$ cat src/sv/bgi_pkg.sv
// Shared types and constants of the bilinear grid interpolator.
// No dependencies; every other file imports this package.
`timescale 1ns / 1ps
`default_nettype none

package bgi_pkg;

  localparam int unsigned MAX_FIRST_POINTS  = 64;
  localparam int unsigned MAX_SECOND_POINTS = 64;
  localparam int unsigned NUM_AXES          = 2;

  localparam int unsigned CELL_W     = 6;
  localparam int unsigned POINTS_W   = 7;
  localparam int unsigned COORD_W    = 32;
  localparam int unsigned VAL_W      = 32;
  localparam int unsigned WGT_W      = 32;
  localparam int unsigned PROD_W     = 2 * COORD_W;
  localparam int unsigned POS_W      = PROD_W - 16 + 2;
  localparam int unsigned CFG_IDX_W  = 3;
  localparam int unsigned CFG_DATA_W = 32;

  localparam int unsigned NUM_BANKS  = 4;
  localparam int unsigned BANK_DEPTH = MAX_FIRST_POINTS * MAX_SECOND_POINTS / NUM_BANKS;
  localparam int unsigned BANK_AW    = $clog2(BANK_DEPTH);

  localparam int unsigned Q_DEPTH = 4;
  localparam int unsigned Q_PTR_W = $clog2(Q_DEPTH);
  localparam int unsigned Q_CNT_W = $clog2(Q_DEPTH + 1);

  typedef enum logic {
    OP_WRITE = 1'b0,
    OP_QUERY = 1'b1
  } opcode_t;

  typedef enum logic [CFG_IDX_W-1:0] {
    CFG_FIRST_ORIGIN    = 3'd0,
    CFG_SECOND_ORIGIN   = 3'd1,
    CFG_FIRST_INV_STEP  = 3'd2,
    CFG_SECOND_INV_STEP = 3'd3,
    CFG_FIRST_POINTS    = 3'd4,
    CFG_SECOND_POINTS   = 3'd5
  } cfg_idx_t;

  // A write carries its row and column in the cell fields.
  typedef struct packed {
    opcode_t                  op;
    logic [CELL_W-1:0]        cell_i;
    logic [CELL_W-1:0]        cell_j;
    logic signed [VAL_W-1:0]  value;
    logic signed [WGT_W-1:0]  wx;
    logic signed [WGT_W-1:0]  wy;
  } item_t;

endpackage

`default_nettype wire

$ cat src/sv/bgi_queue.sv
// Short decoupling queue between front end and back end.
// Holds located requests in order. Depends on bgi_pkg.
`timescale 1ns / 1ps
`default_nettype none

module bgi_queue import bgi_pkg::*; (
  input  logic  clk,
  input  logic  rst_n,
  input  logic  push,
  input  item_t push_item,
  output logic  full,
  input  logic  pop,
  output item_t head_item,
  output logic  empty
);

  item_t              slot_r [Q_DEPTH];
  logic [Q_PTR_W-1:0] wr_ptr_r, rd_ptr_r;
  logic [Q_CNT_W-1:0] count_r;

  assign full      = (count_r == Q_CNT_W'(Q_DEPTH));
  assign empty     = (count_r == '0);
  assign head_item = slot_r[rd_ptr_r];

  always_ff @(posedge clk) begin
    if (!rst_n) begin
      wr_ptr_r <= '0;
      rd_ptr_r <= '0;
      count_r  <= '0;
    end else begin
      if (push) begin
        wr_ptr_r <= wr_ptr_r + Q_PTR_W'(1);
      end
      if (pop) begin
        rd_ptr_r <= rd_ptr_r + Q_PTR_W'(1);
      end
      if (push && !pop) begin
        count_r <= count_r + Q_CNT_W'(1);
      end else if (pop && !push) begin
        count_r <= count_r - Q_CNT_W'(1);
      end
    end
  end

  always_ff @(posedge clk) begin
    if (push) begin
      slot_r[wr_ptr_r] <= push_item;
    end
  end

endmodule

`default_nettype wire

$ cat config.mk
export PLATFORM = sky130hd
export DESIGN_NAME = bgi_queue
export DESIGN_NICKNAME = d
export VERILOG_FILES = /design/src/sv/bgi_pkg.sv /design/src/sv/bgi_queue.sv
export SDC_FILE = /design/constraint.sdc
export NUM_CORES = 1
export LEC_CHECK = 0
export ABC_AREA = 1
export ABC_CLOCK_PERIOD_IN_PS = 6300
export BUFFER_PORTS_ARGS = -buffer_cell sky130_fd_sc_hd__buf_2
export CORE_ASPECT_RATIO = 0.75
export CORE_MARGIN = 2
export CORE_UTILIZATION = 54
export DETAILED_ROUTE_END_ITERATION = 12
export PLACE_DENSITY = 0.81
export SYNTH_ARGS = -nofsm -noshare
export SYNTH_HDL_FRONTEND = slang
export SYNTH_SLANG_ARGS = --single-unit
$ cat constraint.sdc
create_clock -name clk -period 6.3 [get_ports clk]
set_input_delay 0.945 -clock clk [delete_from_list [all_inputs] [get_ports clk]]
set_output_delay 0.945 -clock clk [all_outputs]
set_load 0.02 [all_outputs]
Word-level counts from Yosys, hierarchy flattened
Memory sizes are Yosys's and may differ from the RTL's. A register that Yosys moved wholly into a read port is not among the register bits.
Cells that the tools add are included.
- memory bits (writable): 436
- memories kept: 1
- register bits after elaboration: 7
- word-level logic and storage cells: 21
- memories (memory ; depth ; bits a word ; rd ports ; clocked after Yosys merged registers in ; wr ports ; RTL line ; source):
    slot_r ; 4 ; 109 ; 1 ; 1 ; 1 ; bgi_queue.sv:17 ; item_t slot_r [Q_DEPTH];
- equality and inequality tests: 1
- add/sub/neg operators: 4
- mux-type cells: 6
- reduce and logical (&&, ||, !) cells: 6
- operators by type and width (cell ; number):
    3-bit 2-to-1 mux ; 2
    2-bit by 1-bit adder with 2-bit output, second input constant ; 2
    2-bit 2-to-1 mux ; 2
    3-bit by 1-bit adder with 3-bit output, second input constant ; 1
    3-bit equality test, second input constant ; 1
    3-bit logical NOT ; 1
    3-bit by 1-bit subtractor with 3-bit output, second input constant ; 1
    1-bit logical AND ; 2
    1-bit logical NOT ; 2
    1-bit 2-to-1 mux ; 2
    2-bit nonzero test ; 1

Logic depth before layout (Yosys ltp)
Gate-level depths: netlist (run 1).
- depth in word-level cells: 4
- depth in mapped cells: 10
- mapped depth without buffers: 10

Least setup slack after synthesis (run 1)
OpenSTA, ideal clock, no wires.
- kind: input-to-reg
- from: input push
- to: memory slot_r[0][0] (netlist bit), enable pin
- data arrival time: 3.082 ns
- required time: 5.838 ns
- slack: 2.756 ns
- path buffers: 0
- stages: 2
- cell sequence: nand2_1 > inv_1
- longest elaborated chain between the ends: 2
- ends and longest elaborated chain (element ; RTL line ; source):
    start: declaration ; bgi_queue.sv:9 ; input logic push,
    1-bit 2-to-1 mux ; bgi_queue.sv:46 ; if (push) begin
    1-bit 2-to-1 mux (not written as such) ; bgi_queue.sv:47 ; slot_r[wr_ptr_r] <= push_item;
    end: declaration ; bgi_queue.sv:17 ;
No other way between the ends.

==> summary.md, run 1 <==
| Metric | Value |
|---|---|
| Status | completed |
| Layout Cells excl Fill | 1747 |
| Initial DRT Pass Iterations | 5 |
| Net switching power | 1.49 mW |
| Clock sink count | 445 |
| Critical Path End Type | primary output |
| Worst-skew pair later-pin latency | 0.54 ns |
| TritonCTS buffer count | 41 |
| Net Sw Frac | 23.4% |
| Syn nets | 1231 |
| CTS tree | done |
| GPL Wtd Cong | 0.755 |
| Die Area | 32100 sq um |
| Clk_skew | 0.0304 ns |
| Root Driver | clkbuf_16 |
| Cell Chain, Critical Path | inv_6 -> buf_4 -> o21ai_0 -> o22ai_1 -> buf_2 |
| Die Y | 156 um |
| Clock Path Buffers | 3 |
| Core footprint | 30100 sq um |
| Final worst path period need | 4.15 ns |
| Initial Util | 54.9% |
| Seq pwr share | 53.6% |
| Io pins | 224 |
| Largest stage delay, worst path | 0.69 ns |
| Pin count of the biggest net entering global routing | 152 |
| Nets@finish | 1435 |
| Worst vdd ir | 236 uV |
| Critical Path Start Type | flop |
| Total grt overflow | 0 |
| Placed inst area | 17900 sq um |
| Syn Inst Count | 1112 |
| Synth-to-Final Area Change | 15.7% |
| Most common library cell in the layout ignoring fill and taps | edfxtp_1 |
| Slowest cell on crit path | inv_6 |
| Synth top area share | 79.2% |
| Die Wd | 206 um |
| Required @ worst endpoint | 5.35 ns |
| Clk pin slew, worst setup/hold paths | 0.06 ns |
| Max-cap violations | 0 |
| Initial DRC Count | 891 |
| TNS Setup | 0 ns |
| Synthesized area | 16500 sq um |
| Syn avg cell area | 14.9 sq um |
| Initial antenna violation count | 6 |
| RSZ-0062 raised after global routing | false |
| PD cells | 334 nW/um^2 |
| First-pass GRT wire length | 52.4 mm |
| Vias in the first global route | 9566 |
| Hold buffer count at cts | 0 |
| Final Max Slew Viols | 0 |
| Post-synth top area cell | edfxtp_1 |
| Internal Pwr Total | 4.89 mW |
| Share of cells above drive strength 1 | 22.5% |
| Fmax achieved | 0.241 GHz |
| Vias/cell | 5.65 |
| Sequential area share after synthesis | 80.3% |
| H-tree depth reported by CTS | 2 |
| Synth area leaders | edfxtp_1 79%, o21ai_0 6.4%, nor2_1 4.8% |
| Setup violators final | 0 |
| Antenna Nets Post-Route | 0 |
| Routed Wire Length | 34.7 mm |
| Max-slew headroom | 23.8% |
| Setup CP Type | reg2out |
| Crit path max fanout | 151 |
| GR Util All Layers | 21.3% |
| Type of the worst min-delay path | reg2reg |
| Final Cell Area | 19100 sq um |
| Clock share of power | 36.5% |
| LEAKAGE | 6.63 nW |
| Vias | 9871 |
| Tcrit/Tclk final | 65.9% |
| Placed cells | 1672 |
| Combinational power share | 9.9% |
| Row count | 55 |
| Crit path DAT | 3.21 ns |
| Post-DP HPWL | 19.1 mm |
| Worst Tran Pin Value | 1.14 ns |
| Most frequent cells in the layout | 436 x edfxtp_1, 223 x buf_2, 213 x nor2_1 |
| Distinct cell type count after synthesis | 21 |
| # DRC | 0 |
| Post-CTS sizing | 0 |
| Routed WL per cell | 19.8 um |
| Post-CTS Setup Bufs | 0 |
| #FFs+latches synth | 445 |
| Hold Violations, Final | 0 |
| Yosys warnings | 0 |
| IO buf count | 223 |
final cells by class:
class / instances / area, sq um
tap: 399 / 499
fill: 2155 / 11000
inverter: 17 / 78.8
timing repair buffer: 232 / 1180
clock inverter: 18 / 139
multi-input combinational: 579 / 2820
clock buffer: 53 / 1110
antenna: 4 / 10.0
sequential: 445 / 13300
stage by stage:
step                      util, %  setup slack (ns)  total power, mW  hold slack (ns)
after global placement       59.3              2.75             4.10            0.416
after detailed placement     59.3              2.66             4.12            0.436
after CTS                    63.4              2.08             6.43            0.447
after floorplan                 -              2.76             3.88            0.412
final                        63.5              2.15             6.39            0.441
after global routing         63.4              1.88             6.60            0.469
state kept, by name, indices dropped and copies added, names as in the netlist, named ones only:
name      cells
rd_ptr_r      2
slot_r      436
wr_ptr_r      2
count_r       3
worst max-delay path, delay by kind of cell (launching register included):
kind | cells | cell delay [ns]
flip-flops | 1 | 0.51
AO/OA/AOI/OAI | 2 | 0.43
buffers and inverters | 3 | 1.60
path summary, 6_finish.rpt:
path | startpoint | endpoint | slack [ns] | cells past startpoint
worst max register to register | wr_ptr_r[0]$_SDFFE_PN0P_ | slot_r[2][37]$_DFFE_PP_ | 3.71 | 5
worst max-delay path | flop | head_item[99] | 2.15 | 5
worst min register to register | rd_ptr_r[1]$_SDFFE_PN0P_ | flop | 0.44 | 1
worst min-delay path | rd_ptr_r[1]$_SDFFE_PN0P_ | flop | 0.44 | 1
power groups by stage:
stage	clock network [mW]	registers, mW	logic, mW
after floorplan	0	3.48	0.396
after global placement	0	3.48	0.617
after detailed placement	0	3.49	0.635
after CTS	2.37	3.42	0.638
after global routing	2.48	3.43	0.691
final	2.33	3.42	0.632
kinds of logic after synthesis:
group | Yosys count | synth area share [%]
fa+ha+maj | 6 | 0.499
compound gates | 337 | 11.0
buf+inv | 88 | 2.66
flops | 445 | 80.3
simple gates | 236 | 5.55
routing by layer:
metal | global-route usage [%] | routed length (um)
met1 | 29.4 | 14600
met2 | 33.5 | 16200
met3 | 5.58 | 3020
met4 | 6.63 | 716
met5 | 0 | 21
synthesized netlist by cell type:
| cell | instances |
|---|---|
| a21oi_1 | 4 |
| buf_2 | 31 |
| buf_4 | 4 |
| buf_6 | 6 |
| buf_8 | 1 |
| clkbuf_1 | 29 |
| dfxtp_1 | 9 |
| edfxtp_1 | 436 |
| fa_1 | 1 |
| ha_1 | 5 |
| inv_1 | 15 |
| inv_2 | 2 |
| nand2_1 | 9 |
| nand3_1 | 1 |
| nand4_1 | 1 |
| nor2_1 | 213 |
| nor2_2 | 10 |
| nor3_1 | 2 |
| o21ai_0 | 211 |
| o21ai_1 | 13 |
| o22ai_1 | 109 |
Power figures use the tool's default switching activity.
==> inputs of run 2 (changes only) <==
--- a/config.mk
+++ b/config.mk
@@ -6,11 +6,11 @@
 export NUM_CORES = 1
 export LEC_CHECK = 0
 export ABC_AREA = 1
-export ABC_CLOCK_PERIOD_IN_PS = 6300
+export ABC_CLOCK_PERIOD_IN_PS = 3550
 export BUFFER_PORTS_ARGS = -buffer_cell sky130_fd_sc_hd__buf_2
 export CORE_ASPECT_RATIO = 0.75
 export CORE_MARGIN = 2
-export CORE_UTILIZATION = 54
+export CORE_UTILIZATION = 52
 export DETAILED_ROUTE_END_ITERATION = 12
 export PLACE_DENSITY = 0.81
 export SYNTH_ARGS = -nofsm -noshare
==> constraint.sdc (replaced) <==
create_clock -name clk -period 3.55 [get_ports clk]
set_input_delay 0.5325 -clock clk [delete_from_list [all_inputs] [get_ports clk]]
set_output_delay 0.5325 -clock clk [all_outputs]
set_load 0.02 [all_outputs]
==> run 2 against run 1 <==
Compared with the run above: first-iteration DRC count increased by 10%; non-clock buffer count increased by 10; via count up 1.4%; count of clock-buffer cells in the layout down 2; final cell count up 1.5%; wire length increased by 2.1%; sequential share of layout area shrank 0.85 points; power rose by 80%; flip-flop and latch count did not move.
==> summary.md, run 2 (synthesis gave the netlist of run 1 again) <==
| Metric | Value |
|---|---|
| Antenna Nets Post-Route | 0 |
| Final worst path period need | 3.00 ns |
| Max-cap violations | 0 |
| Critical path buffers and inverters | 3 |
| Cell Chain, Critical Path | inv_6 -> buf_4 -> o21ai_0 -> o22ai_1 -> buf_2 |
| Most common library cell in the layout ignoring fill and taps | edfxtp_1 |
| Type of the worst min-delay path | in2reg |
| Net Sw Frac | 23.5% |
| Initial DRC Count | 981 |
| Die Area | 33300 sq um |
| Clk_skew | 0.0216 ns |
| Vias in the first global route | 9667 |
| Pin count of the biggest net entering global routing | 139 |
| Max FFs per register | 436 |
| Clock sink count | 445 |
| Status | completed |
| Root Driver | clkbuf_16 |
| Top flop regs | slot_r: 436 flops, count_r: 3 flops |
| Worst Tran Pin Value | 0.682 ns |
| Hold Violations, Final | 0 |
| GPL Wtd Cong | 0.741 |
| Vias | 10.0k |
| Final Cell Area | 19400 sq um |
| Tcrit/Tclk final | 84.6% |
| Initial DRT Pass Iterations | 5 |
| Filler cells | 2254 |
| Hold Path Depth | 1 |
| PD cells | 592 nW/um^2 |
| LEAKAGE | 6.74 nW |
| Worst-skew pair later-pin latency | 0.55 ns |
| Placed inst area | 18000 sq um |
| Clock Path Buffers | 3 |
| Worst vdd ir | 461 uV |
| Combinational power share | 10.0% |
| Setup violators final | 0 |
| Final Max Slew Viols | 0 |
| Critical Path Start Type | flop |
| Placed cells | 1689 |
| Post-CTS Setup Bufs | 0 |
| Vias/cell | 5.64 |
| Net switching power | 2.70 mW |
| Required @ worst endpoint | 3.02 ns |
| # DRC | 0 |
| Worst reg-to-reg path cell count | 5 |
| Crit path max fanout | 76 |
| Clk pin slew, worst setup/hold paths | 0.06 ns |
| Top reg by flops | slot_r |
| Stages on worst setup path | 5 |
| Post-CTS sizing | 0 |
| Most frequent cells in the layout | 436 x edfxtp_1, 223 x buf_2, 213 x nor2_1 |
| Routed WL per cell | 19.9 um |
| TritonCTS buffer count | 41 |
| RSZ-0062 raised after global routing | false |
| Routed Wire Length | 35.4 mm |
| Critical Path End Type | primary output |
| Crit path DAT | 2.47 ns |
| FF/Latch Area | 13300 sq um |
| Die Y | 158 um |
| Synth-to-Final Area Change | 17.1% |
| Total grt overflow | 0 |
| GR Util All Layers | 20.9% |
| Layout Cells excl Fill | 1774 |
| Total power draw | 11.5 mW |
| Largest stage delay, worst path | 0.44 ns |
| Layout Utilization | 62.0% |
| Nets@finish | 1445 |
| H-tree depth reported by CTS | 2 |
| Clock share of power | 37.0% |
| Multi-input combinational cell area | 2820 sq um |
| Io pins | 224 |
| Initial Util | 52.9% |
| CTS tree | done |
| Core footprint | 31300 sq um |
| Slowest cell on crit path | dfxtp_4 |
| Die Wd | 210 um |
| Row count | 56 |
| Initial antenna violation count | 6 |
| IO buf count | 223 |
| TNS Setup | 0 ns |
| Max-slew headroom | 54.5% |
| Seq pwr share | 53.0% |
| Fmax achieved | 0.333 GHz |
| Internal Pwr Total | 8.77 mW |
| Post-DP HPWL | 20.2 mm |
| Hold buffer count at cts | 0 |
| Family with the most delay on the worst path | buffers and inverters |
| Share of cells above drive strength 1 | 23.2% |
| Setup CP Type | reg2out |
| First-pass GRT wire length | 53.4 mm |
run 2: changes by cell type in the layout (fill, tap and decap cells not counted), moves of 2 or more:
| cell | before | now |
|---|---|---|
| buf_12 | 0 | 8 |
| buf_4 | 9 | 11 |
| clkbuf_1 | 10 | 8 |
| clkinv_1 | 9 | 12 |
| clkinv_2 | 4 | 9 |
| diode_2 | 4 | 10 |
run 2: layout make-up:
| type | count | share of cell area (%) |
|---|---|---|
| Clock inverter | 24 | 0.950 |
| Clock buffer | 51 | 5.71 |
| Tap cell | 406 | 2.62 |
| Sequential cell | 445 | 68.6 |
| Antenna cell | 10 | 0.129 |
| Inverter | 17 | 0.414 |
| Timing Repair Buffer | 242 | 7.02 |
| Multi-Input combinational cell | 579 | 14.6 |
run 2: power groups by stage:
stage / sequential (mW) / clock, mW / combinational, mW
after global placement: 6.17 / 0 / 1.12
after global routing: 6.09 / 4.51 / 1.26
final: 6.07 / 4.24 / 1.15
after floorplan: 6.17 / 0 / 0.704
after CTS: 6.07 / 4.31 / 1.16
after detailed placement: 6.18 / 0 / 1.15
run 2: final timing paths:
check | from | slack [ns] | endpoint
max | flop | 0.55 | head_item[15]
min reg2reg | rd_ptr_r[1]$_SDFFE_PN0P_ | 0.45 | flop
min | push_item[63] | 0.19 | slot_r[3][63]$_DFFE_PP_
max reg2reg | wr_ptr_r[1]$_SDFFE_PN0P_ | 1.59 | slot_r[1][42]$_DFFE_PP_
run 2: through the flow:
stage          worst slack [ns]  hold slack [ns]
6_report                  0.548            0.193
5_1_grt                   0.415            0.179
4_1_cts                   0.538            0.172
3_5_place_dp               1.12            0.427
3_3_place_gp               1.20            0.415
2_1_floorplan             0.396            0.412
run 2: worst register-to-register path, delay by kind of cell (launching register included):
family        cells  cell delay [ns]
flops             1             0.33
simple gates      1             0.08
buf+inv           3             1.01
fa+ha+maj         1             0.15
run 2: metal layers:
metal	vias up	part of all wire [%]	routed length (um)	global-route usage (%)
li1	4641	-	-	-
met2	350	47	16700	33.6
met5	-	0	0	0
met4	0	1.7	617	6.05
met3	59	8.9	3150	6.33
met1	4961	42	14900	27.9
==> inputs of run 3 (changes only) <==
--- a/config.mk
+++ b/config.mk
@@ -6,11 +6,11 @@
 export NUM_CORES = 1
 export LEC_CHECK = 0
 export ABC_AREA = 1
-export ABC_CLOCK_PERIOD_IN_PS = 3550
+export ABC_CLOCK_PERIOD_IN_PS = 2800
 export BUFFER_PORTS_ARGS = -buffer_cell sky130_fd_sc_hd__buf_2
 export CORE_ASPECT_RATIO = 0.75
 export CORE_MARGIN = 2
-export CORE_UTILIZATION = 52
+export CORE_UTILIZATION = 54
 export DETAILED_ROUTE_END_ITERATION = 12
 export PLACE_DENSITY = 0.81
 export SYNTH_ARGS = -nofsm -noshare
==> constraint.sdc (replaced) <==
create_clock -name clk -period 2.8 [get_ports clk]
set_input_delay 0.42 -clock clk [delete_from_list [all_inputs] [get_ports clk]]
set_output_delay 0.42 -clock clk [all_outputs]
set_load 0.02 [all_outputs]
==> run 3 against run 2 <==
Compared with the run above: worst hold slack worse by 0.10 ns; non-clock buffer count up 4; via count shrank 0.68%; core utilization rose by 2.5 points; power is 27% higher; sequential power up 27%; combinational power grew 29%.
==> summary.md, run 3 (synthesis gave the netlist of run 1 again) <==
| Metric | Value |
|---|---|
| LEAKAGE | 6.75 nW |
| Layout Utilization | 64.4% |
| Tcrit/Tclk final | 94.0% |
| Max-slew headroom | 50.6% |
| Critical path buffers and inverters | 3 |
| Post-CTS sizing | 0 |
| Initial antenna violation count | 10 |
| TritonCTS buffer count | 42 |
| Final worst path period need | 2.63 ns |
| Most frequent cells in the layout | 436 x edfxtp_1, 223 x buf_2, 213 x nor2_1 |
| Nets@finish | 1450 |
| # DRC | 0 |
| Top flop regs | slot_r: 436 flops, count_r: 3 flops |
| Slowest cell on crit path | dfxtp_4 |
| Vias in the first global route | 10.0k |
| First-pass GRT wire length | 54.4 mm |
| Most common library cell in the layout ignoring fill and taps | edfxtp_1 |
| Setup crit end | head_item[89] |
| Post-DP HPWL | 20.1 mm |
| Clock sink count | 445 |
| Top reg by flops | slot_r |
| Crit path max fanout | 61 |
| Routed WL per cell | 20.0 um |
| Root Driver | clkbuf_16 |
| Worst Tran Pin Value | 0.740 ns |
| Worst-skew pair later-pin latency | 0.54 ns |
| Total grt overflow | 0 |
| GPL Wtd Cong | 0.746 |
| Share of cells above drive strength 1 | 23.6% |
| Filler cells | 2111 |
| Family with the most delay on the worst path | buffers and inverters |
| Critical Path Start Type | flop |
| GR Util All Layers | 22.2% |
| R2R Path End | slot_r[1][102]$_DFFE_PP_ |
| Setup violators final | 0 |
| Hold slack | 0.0929 ns |
| H-tree depth reported by CTS | 2 |
| Initial DRC Count | 878 |
| Post-CTS Setup Bufs | 0 |
| CTS tree | done |
| Setup CP Type | reg2out |
| Max-cap violations | 0 |
| Pin count of the biggest net entering global routing | 124 |
| Vias | 9943 |
| Row count | 55 |
| Routed Wire Length | 35.4 mm |
| FF/Latch Area | 13300 sq um |
| RSZ-0062 raised after global routing | false |
| Hold Path Depth | 1 |
| Critical Path End Type | primary output |
| Io pins | 224 |
| Cell Chain, Critical Path | clkinv_2 -> buf_12 -> o21ai_0 -> o22ai_1 -> buf_2 |
| Final Max Slew Viols | 0 |
| Clock Path Buffers | 3 |
| Vias/cell | 5.62 |
| TNS Setup | 0 ns |
| Synth-to-Final Area Change | 17.5% |
| Die Y | 156 um |
| PD cells | 751 nW/um^2 |
| Fmax achieved | 0.380 GHz |
| Clk pin slew, worst setup/hold paths | 0.06 ns |
| Hold Violations, Final | 0 |
| Initial Util | 54.9% |
| Worst reg-to-reg path cell count | 5 |
| Largest stage delay, worst path | 0.51 ns |
| Initial DRT Pass Iterations | 5 |
| R2R Setup Slk | 0.89 ns |
| IO buf count | 223 |
| Required @ worst endpoint | 2.38 ns |
| Antenna Nets Post-Route | 0 |
| Die Wd | 206 um |
| Status | completed |
| Die Area | 32100 sq um |
| Clk_skew | 0.0115 ns |
| Multi-input combinational cell area | 2820 sq um |
| Worst vdd ir | 526 uV |
| Max FFs per register | 436 |
| Type of the worst min-delay path | in2reg |
| Stages on worst setup path | 5 |
| Hold buffer count at cts | 0 |
| Core footprint | 30100 sq um |
| Crit path DAT | 2.21 ns |
| Worst R2R Start | wr_ptr_r[1]$_SDFFE_PN0P_ |
run 3: cell count changes in the layout (fill, tap and decap cells not counted), sizes merged:
cell and change:
clkinvlp +6, clkinv -1, buf +4, inv -3
diode -5
run 3: cell type report:
class / count / area share (%)
multi-input combinational: 579 / 14.5
tap: 399 / 2.57
sequential: 445 / 68.4
clock buffer: 51 / 5.69
inverter: 17 / 0.438
antenna: 5 / 0.0644
timing repair buffer: 246 / 7.28
clock inverter: 26 / 1.05
run 3: how the worst min path moves through the flow:
stage	startpoint	to
after CTS	push_item[50]	slot_r[2][50]$_DFFE_PP_
after floorplan	rd_ptr_r[1]$_SDFFE_PN0P_	flop
after global routing	push_item[107]	slot_r[3][107]$_DFFE_PP_
final	push_item[50]	slot_r[2][50]$_DFFE_PP_
after global placement	rd_ptr_r[1]$_SDFFE_PN0P_	flop
after detailed placement	rd_ptr_r[1]$_SDFFE_PN0P_	flop
run 3: power by group:
part | total [mW] | switching, mW | internal, mW
clock network | 5.40 | 2.31 | 3.10
logic | 1.48 | 1.05 | 0.437
registers | 7.69 | 0.0795 | 7.61
run 3: per-layer routing:
layer	GRT usage (%)	vias to the layer above	wire (um)
met5	0	-	76
met4	6.12	12	725
met3	6.70	70	3260
met2	36.0	355	16600
met1	29.4	4859	14700
li1	-	4647	-
run 3: through the flow:
stage,std cells,total power [mW],cell area [sq um],setup slack [ns]
3_5_place_dp,1686,9.32,18100,0.724
6_report,1768,14.6,19400,0.168
3_3_place_gp,1686,9.27,18100,0.735
5_1_grt,1763,15.1,19400,0.0591
4_1_cts,1763,14.7,19400,0.143
2_1_floorplan,1112,8.71,16600,0.115
